===== src/sv/i2c_master_bit_engine_assert.svh =====
// assertion macros for the i2c master bit engine
`ifndef I2C_MASTER_BIT_ENGINE_ASSERT_SVH
`define I2C_MASTER_BIT_ENGINE_ASSERT_SVH

`ifndef SYNTH

// same-cycle implication, disabled during reset
`define I2CMB_ASSERT_NOW(label, clk, rst_n, ante, cons, msg) \
    label: assert property (@(posedge clk) disable iff (!(rst_n)) (ante) |-> (cons)) \
        else $error(msg);

// next-cycle implication, disabled during reset
`define I2CMB_ASSERT_NEXT(label, clk, rst_n, ante, cons, msg) \
    label: assert property (@(posedge clk) disable iff (!(rst_n)) (ante) |=> (cons)) \
        else $error(msg);

`else

`define I2CMB_ASSERT_NOW(label, clk, rst_n, ante, cons, msg)
`define I2CMB_ASSERT_NEXT(label, clk, rst_n, ante, cons, msg)

`endif

`endif


===== src/sv/i2cmb_pkg.sv =====
// types, constants and phase codes shared by the i2c master bit engine
package i2cmb_pkg;

    localparam int unsigned BITS_PER_BYTE = 8;

    localparam logic [5:0] BYTE_STEPS = 6'(4 * BITS_PER_BYTE);
    localparam logic [5:0] LEN_WRITE  = 6'(4 * BITS_PER_BYTE + 5);
    localparam logic [5:0] LEN_READ   = 6'(4 * BITS_PER_BYTE + 4);
    localparam logic [5:0] LEN_SHORT  = 6'd4;

    localparam logic [2:0]  BIT_MSB       = 3'(BITS_PER_BYTE - 1);
    localparam logic [15:0] QUARTER_RESET = 16'd125;

    typedef enum logic [2:0] {
        REQ_START   = 3'd0,
        REQ_RESTART = 3'd1,
        REQ_STOP    = 3'd2,
        REQ_WRITE   = 3'd3,
        REQ_READ    = 3'd4,
        REQ_ACK     = 3'd5,
        REQ_NACK    = 3'd6
    } t_req;

    // quarter within one bit time
    typedef enum logic [1:0] {
        PH_FALL  = 2'd0,
        PH_SETUP = 2'd1,
        PH_RISE  = 2'd2,
        PH_HOLD  = 2'd3
    } t_phase;

    typedef struct packed {
        t_req       op;
        logic [5:0] step;
        logic [7:0] shift;
        logic [7:0] rx;
        logic       scl;
        logic       sda;
        logic       ack;
    } t_phase_ctx;

    typedef struct packed {
        logic       scl;
        logic       sda;
        logic       ack;
        logic [7:0] rx;
        logic       finish;
    } t_phase_res;

    typedef struct packed {
        logic       scl;
        logic       sda;
        logic       busy;
        logic       done;
        logic       ack;
        logic [7:0] rx;
    } t_result;

endpackage


===== src/sv/i2cmb_if.sv =====
// command and result channels of the i2c master bit engine
interface i2cmb_in_if
    import i2cmb_pkg::*;
();
    logic       valid;
    logic       ready;
    logic       cmd_valid;
    logic [2:0] req_type;
    logic [7:0] tx_byte;
    logic       sda_in;

    modport source (output valid, cmd_valid, req_type, tx_byte, sda_in, input ready);
    modport sink   (input valid, cmd_valid, req_type, tx_byte, sda_in, output ready);
endinterface

interface i2cmb_out_if
    import i2cmb_pkg::*;
();
    logic       valid;
    logic       ready;
    logic       scl_out;
    logic       sda_out;
    logic       busy_res;
    logic       done_res;
    logic       ack_bit;
    logic [7:0] rx_byte;

    modport source (output valid, scl_out, sda_out, busy_res, done_res, ack_bit, rx_byte,
                    input ready);
    modport sink   (input valid, scl_out, sda_out, busy_res, done_res, ack_bit, rx_byte,
                    output ready);
endinterface


===== src/sv/i2cmb_phase.sv =====
// line changes of one sequencer phase and end-of-sequence detection
module i2cmb_phase
    import i2cmb_pkg::*;
(
    input  t_phase_ctx i_ctx,
    input  logic       i_sda_in,
    output t_phase_res o_res
);

    t_phase     ph;
    logic [2:0] bit_idx;
    logic [5:0] seq_len;
    logic       past_end;
    logic       in_byte;
    logic       hold;

    assign ph      = t_phase'(i_ctx.step[1:0]);
    assign bit_idx = BIT_MSB - i_ctx.step[4:2];
    assign in_byte = i_ctx.step < BYTE_STEPS;

    always_comb begin
        case (i_ctx.op)
            REQ_WRITE: seq_len = LEN_WRITE;
            REQ_READ:  seq_len = LEN_READ;
            default:   seq_len = LEN_SHORT;
        endcase
    end

    assign past_end = i_ctx.step >= seq_len;

    always_comb begin
        o_res.scl = i_ctx.scl;
        o_res.sda = i_ctx.sda;
        o_res.ack = i_ctx.ack;
        o_res.rx  = i_ctx.rx;
        hold      = 1'b1;
        if (!past_end) begin
            case (i_ctx.op)
                REQ_START: begin
                    if (ph == PH_FALL) begin
                        o_res.scl = 1'b1;
                        o_res.sda = 1'b1;
                    end else if (ph == PH_RISE) begin
                        o_res.sda = 1'b0;
                    end
                end
                REQ_RESTART: begin
                    case (ph)
                        PH_FALL:  o_res.scl = 1'b0;
                        PH_SETUP: o_res.sda = 1'b1;
                        PH_RISE:  o_res.scl = 1'b1;
                        PH_HOLD:  o_res.sda = 1'b0;
                        default:  o_res.scl = i_ctx.scl;
                    endcase
                end
                REQ_STOP: begin
                    case (ph)
                        PH_FALL:  o_res.scl = 1'b0;
                        PH_SETUP: o_res.sda = 1'b0;
                        PH_RISE:  o_res.scl = 1'b1;
                        PH_HOLD: begin
                            o_res.sda = 1'b1;
                            hold      = 1'b0;
                        end
                        default:  o_res.scl = i_ctx.scl;
                    endcase
                end
                REQ_WRITE: begin
                    if (in_byte) begin
                        if (ph == PH_FALL) begin
                            o_res.scl = 1'b0;
                        end else if (ph == PH_SETUP) begin
                            o_res.sda = i_ctx.shift[bit_idx];
                        end else if (ph == PH_RISE) begin
                            o_res.scl = 1'b1;
                        end
                    end else if (i_ctx.step == BYTE_STEPS) begin
                        o_res.scl = 1'b0;
                        o_res.sda = 1'b1;
                    end else if (i_ctx.step == BYTE_STEPS + 6'd2) begin
                        o_res.scl = 1'b1;
                    end else if (i_ctx.step == BYTE_STEPS + 6'd4) begin
                        // ack sample, sequence ends on this tick
                        o_res.ack = i_sda_in;
                        hold      = 1'b0;
                    end
                end
                REQ_READ: begin
                    if (ph == PH_FALL) begin
                        o_res.scl = 1'b0;
                        if (in_byte) begin
                            o_res.sda = 1'b1;
                        end
                    end else if (ph == PH_SETUP) begin
                        if (!in_byte) begin
                            o_res.sda = 1'b1;
                        end
                    end else if (ph == PH_RISE) begin
                        o_res.scl = 1'b1;
                    end else if (in_byte) begin
                        o_res.rx[bit_idx] = i_ctx.rx[bit_idx] | i_sda_in;
                    end
                end
                default: begin
                    // ack or nack
                    if (ph == PH_FALL) begin
                        o_res.scl = 1'b0;
                    end else if (ph == PH_SETUP) begin
                        o_res.sda = (i_ctx.op != REQ_ACK);
                    end else if (ph == PH_RISE) begin
                        o_res.scl = 1'b1;
                    end
                end
            endcase
        end
        // a no-wait phase is always the last of its sequence
        o_res.finish = past_end || !hold;
    end

endmodule


===== src/sv/i2c_master_bit_engine.sv =====
// i2c master bit engine top level: tick sequencer state and result register
//
//  channel   dir  handshake          payload
//  i_cmd     in   valid/ready        cmd_valid, req_type, tx_byte, sda_in
//  o_res     out  valid/ready        scl_out, sda_out, busy_res, done_res, ack_bit, rx_byte
//  cfg       in   i_cfg_we           i_cfg_wdata (quarter length in ticks)
//
// one tick per cycle while i_cmd.ready is high; each accepted tick gives its result in the next cycle
// the state update and the phase decode sit between the tick input and the result register
// i_cmd.ready stays high while the result register is empty or being drained
// a stalled result holds the sequencer, since no tick is taken
// synchronous active-low reset releases both lines and clears the sequencer
`include "i2c_master_bit_engine_assert.svh"

module i2c_master_bit_engine
    import i2cmb_pkg::*;
(
    input  logic          i_clk,
    input  logic          i_rst_n,
    input  logic          i_cfg_we,
    input  logic [15:0]   i_cfg_wdata,
    i2cmb_in_if.sink      i_cmd,
    i2cmb_out_if.source   o_res
);

    logic [15:0] r_quarter;
    t_req        r_op,    n_op;
    logic [5:0]  r_step,  n_step;
    logic [15:0] r_tick,  n_tick;
    logic [7:0]  r_shift, n_shift;
    logic [7:0]  r_rx,    n_rx;
    logic        r_scl,   n_scl;
    logic        r_sda,   n_sda;
    logic        r_ack,   n_ack;
    logic        r_busy,  n_busy;
    logic        n_done;
    logic        r_ovalid, n_ovalid;
    t_result     r_res,   n_res;

    logic        acc;
    logic        begin_seq;
    logic        run;
    logic [15:0] quarter_eff;
    t_req        req;
    t_phase_ctx  ctx;
    t_phase_res  ph_res;

    assign i_cmd.ready = !r_ovalid || o_res.ready;
    assign acc         = i_cmd.valid && i_cmd.ready;

    assign req         = t_req'(i_cmd.req_type);
    assign begin_seq   = !r_busy && i_cmd.cmd_valid && (req <= REQ_NACK);
    assign run         = r_busy ? (r_tick <= 16'd1) : begin_seq;
    assign quarter_eff = (r_quarter == '0) ? 16'd1 : r_quarter;

    always_comb begin
        ctx.op    = r_busy ? r_op : req;
        ctx.step  = r_busy ? r_step : '0;
        ctx.shift = (!r_busy && req == REQ_WRITE) ? i_cmd.tx_byte : r_shift;
        ctx.rx    = (!r_busy && req == REQ_READ) ? '0 : r_rx;
        ctx.scl   = r_scl;
        ctx.sda   = r_sda;
        ctx.ack   = r_ack;
    end

    i2cmb_phase u_phase (
        .i_ctx    (ctx),
        .i_sda_in (i_cmd.sda_in),
        .o_res    (ph_res)
    );

    always_comb begin
        n_op    = r_op;
        n_step  = r_step;
        n_tick  = r_tick;
        n_shift = r_shift;
        n_rx    = r_rx;
        n_scl   = r_scl;
        n_sda   = r_sda;
        n_ack   = r_ack;
        n_busy  = r_busy;
        n_done  = 1'b0;
        if (acc) begin
            if (run) begin
                n_op    = ctx.op;
                n_shift = ctx.shift;
                n_scl   = ph_res.scl;
                n_sda   = ph_res.sda;
                n_ack   = ph_res.ack;
                n_rx    = ph_res.rx;
                if (ph_res.finish) begin
                    n_busy = 1'b0;
                    n_step = '0;
                    n_tick = '0;
                    n_done = 1'b1;
                end else begin
                    n_busy = 1'b1;
                    n_step = ctx.step + 6'd1;
                    n_tick = quarter_eff;
                end
            end else if (r_busy) begin
                n_tick = r_tick - 16'd1;
            end
        end
    end

    always_comb begin
        n_res.scl  = n_scl;
        n_res.sda  = n_sda;
        n_res.busy = n_busy;
        n_res.done = n_done;
        n_res.ack  = n_ack;
        n_res.rx   = n_rx;
        if (acc) begin
            n_ovalid = 1'b1;
        end else if (o_res.ready) begin
            n_ovalid = 1'b0;
        end else begin
            n_ovalid = r_ovalid;
        end
    end

    always_ff @(posedge i_clk) begin
        if (!i_rst_n) begin
            r_quarter <= QUARTER_RESET;
            r_op      <= REQ_START;
            r_step    <= '0;
            r_tick    <= '0;
            r_shift   <= '0;
            r_rx      <= '0;
            r_scl     <= 1'b1;
            r_sda     <= 1'b1;
            r_ack     <= 1'b1;
            r_busy    <= 1'b0;
            r_ovalid  <= 1'b0;
        end else begin
            if (i_cfg_we) begin
                r_quarter <= i_cfg_wdata;
            end
            r_op     <= n_op;
            r_step   <= n_step;
            r_tick   <= n_tick;
            r_shift  <= n_shift;
            r_rx     <= n_rx;
            r_scl    <= n_scl;
            r_sda    <= n_sda;
            r_ack    <= n_ack;
            r_busy   <= n_busy;
            r_ovalid <= n_ovalid;
        end
    end

    always_ff @(posedge i_clk) begin
        if (acc) begin
            r_res <= n_res;
        end
    end

    assign o_res.valid    = r_ovalid;
    assign o_res.scl_out  = r_res.scl;
    assign o_res.sda_out  = r_res.sda;
    assign o_res.busy_res = r_res.busy;
    assign o_res.done_res = r_res.done;
    assign o_res.ack_bit  = r_res.ack;
    assign o_res.rx_byte  = r_res.rx;

    `I2CMB_ASSERT_NOW(a_busy_has_wait, i_clk, i_rst_n, r_busy, r_tick != '0, "busy with no wait")
    `I2CMB_ASSERT_NOW(a_step_bound, i_clk, i_rst_n, 1'b1, r_step <= LEN_WRITE, "step out of range")
    `I2CMB_ASSERT_NOW(a_done_not_busy, i_clk, i_rst_n, o_res.valid && o_res.done_res, !o_res.busy_res, "done while busy")
    `I2CMB_ASSERT_NEXT(a_tick_count_down, i_clk, i_rst_n, acc && r_busy && r_tick > 16'd1, r_tick == $past(r_tick) - 16'd1, "wait counter skipped")

endmodule

===== src/flat_wrapper.sv =====
// flat-port wrapper written by rule: the top's interface ports become plain ports
module i2c_master_bit_engine_flat import i2cmb_pkg::*;
  (i_clk, i_rst_n, i_cfg_we, i_cfg_wdata, i_cmd_valid, i_cmd_cmd_valid, i_cmd_req_type, i_cmd_tx_byte, i_cmd_sda_in, i_cmd_ready, o_res_valid, o_res_scl_out, o_res_sda_out, o_res_busy_res, o_res_done_res, o_res_ack_bit, o_res_rx_byte, o_res_ready);
  i2cmb_in_if i_cmd_i ();
  i2cmb_out_if o_res_i ();
  input  logic i_clk;
  input  logic i_rst_n;
  input  logic i_cfg_we;
  input  logic [15:0] i_cfg_wdata;
  input wire logic [$bits(i_cmd_i.valid)-1:0] i_cmd_valid;
  input wire logic [$bits(i_cmd_i.cmd_valid)-1:0] i_cmd_cmd_valid;
  input wire logic [$bits(i_cmd_i.req_type)-1:0] i_cmd_req_type;
  input wire logic [$bits(i_cmd_i.tx_byte)-1:0] i_cmd_tx_byte;
  input wire logic [$bits(i_cmd_i.sda_in)-1:0] i_cmd_sda_in;
  output wire logic [$bits(i_cmd_i.ready)-1:0] i_cmd_ready;
  output wire logic [$bits(o_res_i.valid)-1:0] o_res_valid;
  output wire logic [$bits(o_res_i.scl_out)-1:0] o_res_scl_out;
  output wire logic [$bits(o_res_i.sda_out)-1:0] o_res_sda_out;
  output wire logic [$bits(o_res_i.busy_res)-1:0] o_res_busy_res;
  output wire logic [$bits(o_res_i.done_res)-1:0] o_res_done_res;
  output wire logic [$bits(o_res_i.ack_bit)-1:0] o_res_ack_bit;
  output wire logic [$bits(o_res_i.rx_byte)-1:0] o_res_rx_byte;
  input wire logic [$bits(o_res_i.ready)-1:0] o_res_ready;
  assign i_cmd_i.valid = i_cmd_valid;
  assign i_cmd_i.cmd_valid = i_cmd_cmd_valid;
  assign i_cmd_i.req_type = i_cmd_req_type;
  assign i_cmd_i.tx_byte = i_cmd_tx_byte;
  assign i_cmd_i.sda_in = i_cmd_sda_in;
  assign i_cmd_ready = i_cmd_i.ready;
  assign o_res_valid = o_res_i.valid;
  assign o_res_scl_out = o_res_i.scl_out;
  assign o_res_sda_out = o_res_i.sda_out;
  assign o_res_busy_res = o_res_i.busy_res;
  assign o_res_done_res = o_res_i.done_res;
  assign o_res_ack_bit = o_res_i.ack_bit;
  assign o_res_rx_byte = o_res_i.rx_byte;
  assign o_res_i.ready = o_res_ready;
  i2c_master_bit_engine u_core (.i_clk(i_clk), .i_rst_n(i_rst_n), .i_cfg_we(i_cfg_we), .i_cfg_wdata(i_cfg_wdata), .i_cmd(i_cmd_i), .o_res(o_res_i));
endmodule

===== config.mk =====
export PLATFORM = sky130hd
export DESIGN_NAME = i2c_master_bit_engine_flat
export DESIGN_NICKNAME = d
export VERILOG_FILES = /design/src/sv/i2cmb_pkg.sv /design/src/sv/i2cmb_if.sv /design/src/sv/i2cmb_phase.sv /design/src/sv/i2c_master_bit_engine.sv /design/src/flat_wrapper.sv
export VERILOG_INCLUDE_DIRS = /design/src /design/src/sv
export SDC_FILE = /design/constraint.sdc
export NUM_CORES = 1
export LEC_CHECK = 0
export ABC_AREA = 0
export BUFFER_PORTS_ARGS = -buffer_cell sky130_fd_sc_hd__buf_2
export CAP_MARGIN = 20
export CORE_UTILIZATION = 39
export CTS_CLUSTER_DIAMETER = 30
export CTS_CLUSTER_SIZE = 10
export DETAILED_ROUTE_END_ITERATION = 10
export GPL_TIMING_DRIVEN = 1
export MAX_ROUTING_LAYER = met4
export PLACE_DENSITY = 0.66
export SETUP_SLACK_MARGIN = 0.1
export SLEW_MARGIN = 15
export SYNTH_ARGS = -nofsm -noshare
export SYNTH_HDL_FRONTEND = slang
export SYNTH_SLANG_ARGS = --single-unit

===== constraint.sdc =====
create_clock -name i_clk -period 4.4 [get_ports i_clk]
set_input_delay 0.22 -clock i_clk [delete_from_list [all_inputs] [get_ports i_clk]]
set_output_delay 0.22 -clock i_clk [all_outputs]
set_load 0.05 [all_outputs]

### After elaboration in Yosys (flattened, before gate mapping)

Cells that the tools add are included.

* add/sub/neg operators: 3
* equality and inequality tests: 13
* muxes and demuxes: 72
* $lt $le $gt $ge: 6
* bitwise operators: 1
* reductions and logical operators: 18

Operator list (count)
* 8-bit two-way mux: 9
* 16-bit two-way mux: 4
* 1-bit two-way mux: 43
* 6-bit equality test, second input constant: 3
* 16-bit by 1-bit less-or-equal comparator with 1-bit output, second input constant: 1
* 16-bit zero test: 1
* 16-bit by 1-bit subtractor with 16-bit output, second input constant: 1
* 6-bit two-way mux: 2
* 6-bit case mux with 2 select lines: 1
* 11-bit two-way mux: 1
* 2-bit case mux with 5 select lines: 1
* 3-bit by 2-bit equality test with 1-bit output, second input constant: 3
* 8-bit bitwise mux: 1
* 1-bit case mux with 2 select lines: 4
* 6-bit by 1-bit adder with 6-bit output, second input constant: 1
* 1-bit binary-select mux with 3-bit select: 2
* 3-bit equality test, second input constant: 2
* 6-bit >= comparator: 1
* 1-bit logical AND: 6
* 6-bit < comparator, second input constant: 1
* 2-bit equality test, second input constant: 2
* 3-bit by 4-bit < comparator with 1-bit output, second input constant: 1
* 2-bit two-way mux: 2
* 2-bit AND reduction: 2
* 14 further kinds: 18

* word-level logic and storage cells: 130
* bits of input ports: 34
* output and inout bits: 15
* flip-flop bits (word level): 75

### Longest topological paths before layout

* depth in word-level cells: 15
* depth in mapped cells: 14
* depth with buffers taken out: 11

### Modules after synthesis

Synthesis repeated with hierarchy kept, for this count alone.

* cell total of the unflattened synthesis: 463
* area, all modules: 4364.2 um2

Modules (own cells, without submodules)
* i2c_master_bit_engine: sequential area each 1631.6 um2, instances 1, area an instance 3649.8 um2, cells each 374
* i2cmb_phase: sequential area each 0.0 um2, instances 1, area an instance 714.4 um2, cells each 89

### Least setup slack after synthesis

Ideal clock, no wire load.

* path kind: register -> register
* start: register u_core.r_busy
* end: register u_core.r_res, in the netlist u_core.o_res.rx_byte[5], data pin
* cell stages (with the launch flop): 14
* period minus slack after synthesis: 3.310 ns
* path buffers: 4
* arrival time: 3.051 ns
* required time: 4.141 ns
* slack: 1.090 ns
* setup time: 0.259 ns
* cells stage by stage: dfxtp_1 clkbuf_1 clkbuf_1 clkbuf_1 clkbuf_1 and2_1 inv_1 ha_1 nor3_1 o211ai_1 nor3_1 a21oi_1 o21ai_1 nand2_1

* word-level cells in the longest chain between the ends: 15
* elaborated cells between the ends (all ways): 34
* classes of those cells: add/sub (1); order compare (4); eq/ne (4); mux (18); bitwise (1); reduce/logical (6)

Ends and longest elaborated chain
* from (decl): RTL line i2c_master_bit_engine.sv:35 `logic r_busy, n_busy;`
* from (signal assigned): RTL line i2c_master_bit_engine.sv:148 `r_busy <= n_busy;`
* 6-bit two-way mux / 1-bit zero test (equally long branches): RTL line i2c_master_bit_engine.sv:58, i2c_master_bit_engine.sv:52, i2c_master_bit_engine.sv:60
* 3-bit subtractor / 1-bit logical AND (equally long branches): RTL line i2cmb_phase.sv:18, i2c_master_bit_engine.sv:60
* 3-bit by 4-bit < comparator with 1-bit output (not written as such), or another cell as far along: RTL line i2cmb_phase.sv:101 `o_res.rx[bit_idx] = i_ctx.rx[bit_idx] | i_sda_in;`
* 1-bit logical AND (not written as such) / 1-bit binary-select mux with 3-bit select (equally long branches): RTL line i2cmb_phase.sv:101
* 1-bit two-way mux (not written as such): RTL line i2cmb_phase.sv:101
* 1-bit demux with 3-bit select / 1-bit bitwise OR (equally long branches): RTL line i2cmb_phase.sv:101
* 8-bit bitwise mux: RTL line i2cmb_phase.sv:101
* 8-bit two-way mux: RTL line i2cmb_phase.sv:100 `end else if (in_byte) begin`
* 8-bit two-way mux: RTL line i2cmb_phase.sv:98 `end else if (ph == PH_RISE) begin`
* 8-bit two-way mux: RTL line i2cmb_phase.sv:94 `end else if (ph == PH_SETUP) begin`
* 8-bit two-way mux: RTL line i2cmb_phase.sv:89 `if (ph == PH_FALL) begin`
* 8-bit two-way mux: RTL line i2cmb_phase.sv:38 `case (i_ctx.op)`
* 11-bit two-way mux: RTL line i2cmb_phase.sv:37 `if (!past_end) begin`
* 8-bit two-way mux (*): RTL line i2c_master_bit_engine.sv:84 `if (run) begin`
* 8-bit two-way mux (*): RTL line i2c_master_bit_engine.sv:83 `if (acc) begin`
* named net u_core.n_rx[5]: RTL line i2c_master_bit_engine.sv:31 `logic [7:0] r_rx, n_rx;`
* to (signal assigned): RTL line i2c_master_bit_engine.sv:155 `r_res <= n_res;`
* to (decl): RTL line i2c_master_bit_engine.sv:38 `t_result r_res, n_res;`

The timed path passes the listed nets; every way through them passes the cells marked *. The select of a mux whose other input is x is not followed.
A chain may end at the register's enable or synchronous reset.

### Final worst setup path

* start: register u_core.r_busy
* end: register u_core.r_tick[9]

* word-level cells in the longest chain between the ends: 12
* elaborated cells between the ends (all ways): 29
* classes of those cells: order compare (2); eq/ne (7); mux (13); reduce/logical (7)

Ends and longest elaborated chain
* 6-bit two-way mux: RTL line i2c_master_bit_engine.sv:58 `ctx.step = r_busy ? r_step : '0;`
* 6-bit equality test: RTL line i2cmb_phase.sv:82 `end else if (i_ctx.step == BYTE_STEPS + 6'd4) begin`
* 1-bit two-way mux: RTL line i2cmb_phase.sv:82
* 1-bit two-way mux: RTL line i2cmb_phase.sv:80 `end else if (i_ctx.step == BYTE_STEPS + 6'd2) begin`
* 1-bit two-way mux: RTL line i2cmb_phase.sv:77 `end else if (i_ctx.step == BYTE_STEPS) begin`
* 1-bit two-way mux: RTL line i2cmb_phase.sv:69 `if (in_byte) begin`
* 1-bit case mux with 2 select lines: RTL line i2cmb_phase.sv:38
* 1-bit two-way mux: RTL line i2cmb_phase.sv:37
* 1-bit zero test: RTL line i2cmb_phase.sv:117 `o_res.finish = past_end || !hold;`
* 1-bit logical OR: RTL line i2cmb_phase.sv:117
* 16-bit two-way mux: RTL line i2c_master_bit_engine.sv:91 `if (ph_res.finish) begin`
* 16-bit two-way mux: RTL line i2c_master_bit_engine.sv:84
* to (signal assigned): RTL line i2c_master_bit_engine.sv:142 `r_tick <= n_tick;`
* to (decl): RTL line i2c_master_bit_engine.sv:29 `logic [15:0] r_tick, n_tick;`

Parallel ways exist; a longest one is shown, timed or not.

==> flow_summary.ini <==
[worst_setup_path]
end_kind = flop
startpoint = u_core.r_busy$_SDFF_PN0_
critPathArrivalTime_ps = 4000
worst-setup-path-type = flop to flop
worstSetupEndpoint = u_core.r_tick[9]$_SDFFE_PN0P_
reg2regPathDepth = 11
reg2reg_slack_ps = 630
r2r-start = u_core.r_busy$_SDFF_PN0_
cp-start-kind = flop
cp_max_fo = 30
crit_required_ps = 4640
r2r-end = u_core.r_tick[9]$_SDFFE_PN0P_

[global_routing]
grt_use_met3_pct = 4.24
grt_pass1_vias = 3625
antenna_found_initial = 0
grt_max_degree = 31
grt-ovfl-total = 0
grtUsageTotal_pct = 20.9
grtUsageMet2_pct = 35.0
top_usage_layer = met2
grt_first_pass_wirelength_um = 17800
gr-usage-met1_pct = 24.7

[timing]
period_share_pct = 85.6
final.setup.worst_slack_ps = 635
setup_violations = 0
timing.hold.ws_ps = 74.2
max_freq_mhz = 266
fin_setup_tns_ps = 0
finalHoldViolCount = 0
tightest_slew_ps = 1000
report.final.slew_viol_count = 0
slew_headroom_pct = 33.0
period_needed_ps = 3770
rsz0062_at_grt = no
clock_skew_ps = 4.74

[logic_synthesis]
syn_avg_cell_area_um2 = 8.50
ys_top_cells_by_count = 62 x dfxtp_1, 50 x nand2_1, 44 x a21oi_1
ys.flop_type = dfxtp_1
syn_inst = 487
post-synth-top-count-cell = dfxtp_1
ys_seq_area_share_pct = 39.4
yosysUniqueCellTypes = 68
yosysWarningCount = 0
syn_nets = 529
synth-edff-count = 13
ys_ff_latch = 75
netlist.area_leader.share_pct = 30.0
synth_area_leader_cell = dfxtp_1
synthesis.area_um2 = 4140
synth_area_leaders = dfxtp_1 30%, edfxtp_1 9.4%, a21oi_1 5.3%
synth-async-reset-ratio_pct = 0

[cts]
clkSinkCount = 75
postCtsSetupBuffers = 0
cts_tree = yes
htreeDepth = 3
cts_buffers = 9
clk_pin_slew_ps = 80
postCtsHoldBufs = 0
clk_latency_ps = 350
ctsResizeCount = 0
cts_root_buf = clkbuf_8
cts.path.max_buffers = 2

[place]
pre_cts_ws_ps = 722
place.gp.congestion = 0.965
portBuffers = 48
hpwl_um = 7550

[drt]
wl_um = 10800
drc_errors = 0
num_vias = 3844
dr.pass1.iters = 5
drt-initial-drc-count = 230
ant_nets = 0
vias_per_cell = 5.81
avgRoutedWirePerCell_um = 16.3

[layout]
insertedDiodeCount = 0
multiInputGateArea_um2 = 2310
fillers = 1016
area_growth_pct = 13.4
seq_area_um2 = 1630
drive_above_1_share_pct = 16.7
fin_nets = 563

[floorplan]
die_area_um2 = 11000
rows = 37
core_region_area_um2 = 10300
io-pin-count = 49
initial_core_util_pct = 40.1
fp.dieH_um = 105
die_x_um = 105

[power_and_ir_drop]
power_leakage_uw = 0.00183
finalPower_uw = 1660
peakVddDrop_mv = 0.174
p_per_area_nw_per_um2 = 354

[outcome]
status = complete, no violations

[min_path]
hp-start = i_cfg_wdata[4]
min-delay-path-class = input port to flop

[flow_run]
maxCapViolCount = 0
==> layout by cell type (no fill, tap or decap), types with 6 or more instances in the layout <==
cell	instances
dfxtp_1	62
nand2_1	50
buf_2	48
a21oi_1	44
nor2_1	41
nand3_1	29
mux2i_1	20
inv_1	18
o21ai_0	15
edfxtp_1	13
o21ai_1	12
nor3_1	9
a221oi_1	9
clkbuf_8	9
ha_1	8
buf_4	8
nor4_1	7
nand4_1	6
a211oi_1	6
o22ai_1	6
==> state kept, by name (all words and copies together), names as in the netlist <==
signal / count
u_core.o_res.ack_bit: 1
u_core.o_res.busy_res: 1
u_core.o_res.done_res: 1
u_core.o_res.rx_byte: 8
u_core.o_res.scl_out: 1
u_core.o_res.sda_out: 1
u_core.o_res.valid: 1
u_core.r_ack: 1
u_core.r_busy: 1
u_core.r_op: 3
u_core.r_quarter: 16
u_core.r_rx: 8
u_core.r_scl: 1
u_core.r_sda: 1
u_core.r_shift: 8
u_core.r_step: 6
u_core.r_tick: 16
==> report_power, final <==
part / leakage (µW) / internal [µW] / switching (µW)
registers: 0.000630 / 734 / 41.6
clock network: 0.000104 / 275 / 270
logic: 0.00110 / 124 / 216
total: 0.00183 / 1130 / 527
==> worst min-delay path by stage <==
stage                     slack, ps  cells past startpoint                                to
after floorplan                 290                      1           u_core.r_sda$_SDFF_PN1_
after global placement          430                      3  u_core.r_quarter[2]$_SDFFE_PN1P_
after detailed placement        440                      3  u_core.r_quarter[0]$_SDFFE_PN1P_
after CTS                        70                      3  u_core.r_quarter[0]$_SDFFE_PN1P_
after global routing             60                      3  u_core.r_quarter[2]$_SDFFE_PN1P_
final                            70                      3  u_core.r_quarter[4]$_SDFFE_PN1P_
==> metal layers <==
metal | part of all wire, % | routed length, µm
met1 | 42 | 4550
met2 | 49 | 5330
met3 | 5.9 | 641
met4 | 2.4 | 262
met5 | 0 | 0
==> cell families (layout without fill, tap and decap cells) <==
family                     count (synthesis)  in the layout  share of synthesized area [%]
buffers and inverters                     52             91                           4.99
and+or+nand+nor                          183            183                           22.7
muxes                                     26             26                           6.74
DFF                                       75             75                           39.4
adders and majority gates                  8              8                           2.42
xor gates and xnor gates                   8              8                           1.69
AOI/OAI and AO/OA                        135            135                           22.1
==> cell type report <==
cell class              count  share of cell area (%)
clock buffers              12                    3.79
inverters                  19                    1.52
flip-flops and latches     75                    34.8
well taps                 136                    3.63
clock inverters             4                   0.587
multi-input cells         360                    49.3
repair buffers             56                    6.40
==> stage by stage <==
stage	cell area, µm²	util, %	std cells
detailed placement	4490	43.5	646
finish	4690	45.4	662
floorplan	4140	-	487
global route	4690	45.4	662
global placement	4490	43.5	646
CTS	4690	45.4	662
==> critical path, cell delays in order (launching register included) <==
cell,delay (ps)
dfxtp_1,990
mux2i_1,250
a21oi_1,390
a21oi_1,100
ha_1,320
nand3_1,80
o221ai_1,500
a21oi_1,80
buf_4,200
and3_1,280
a221oi_1,340
nor2_1,100
Power figures use the tool's default switching activity.
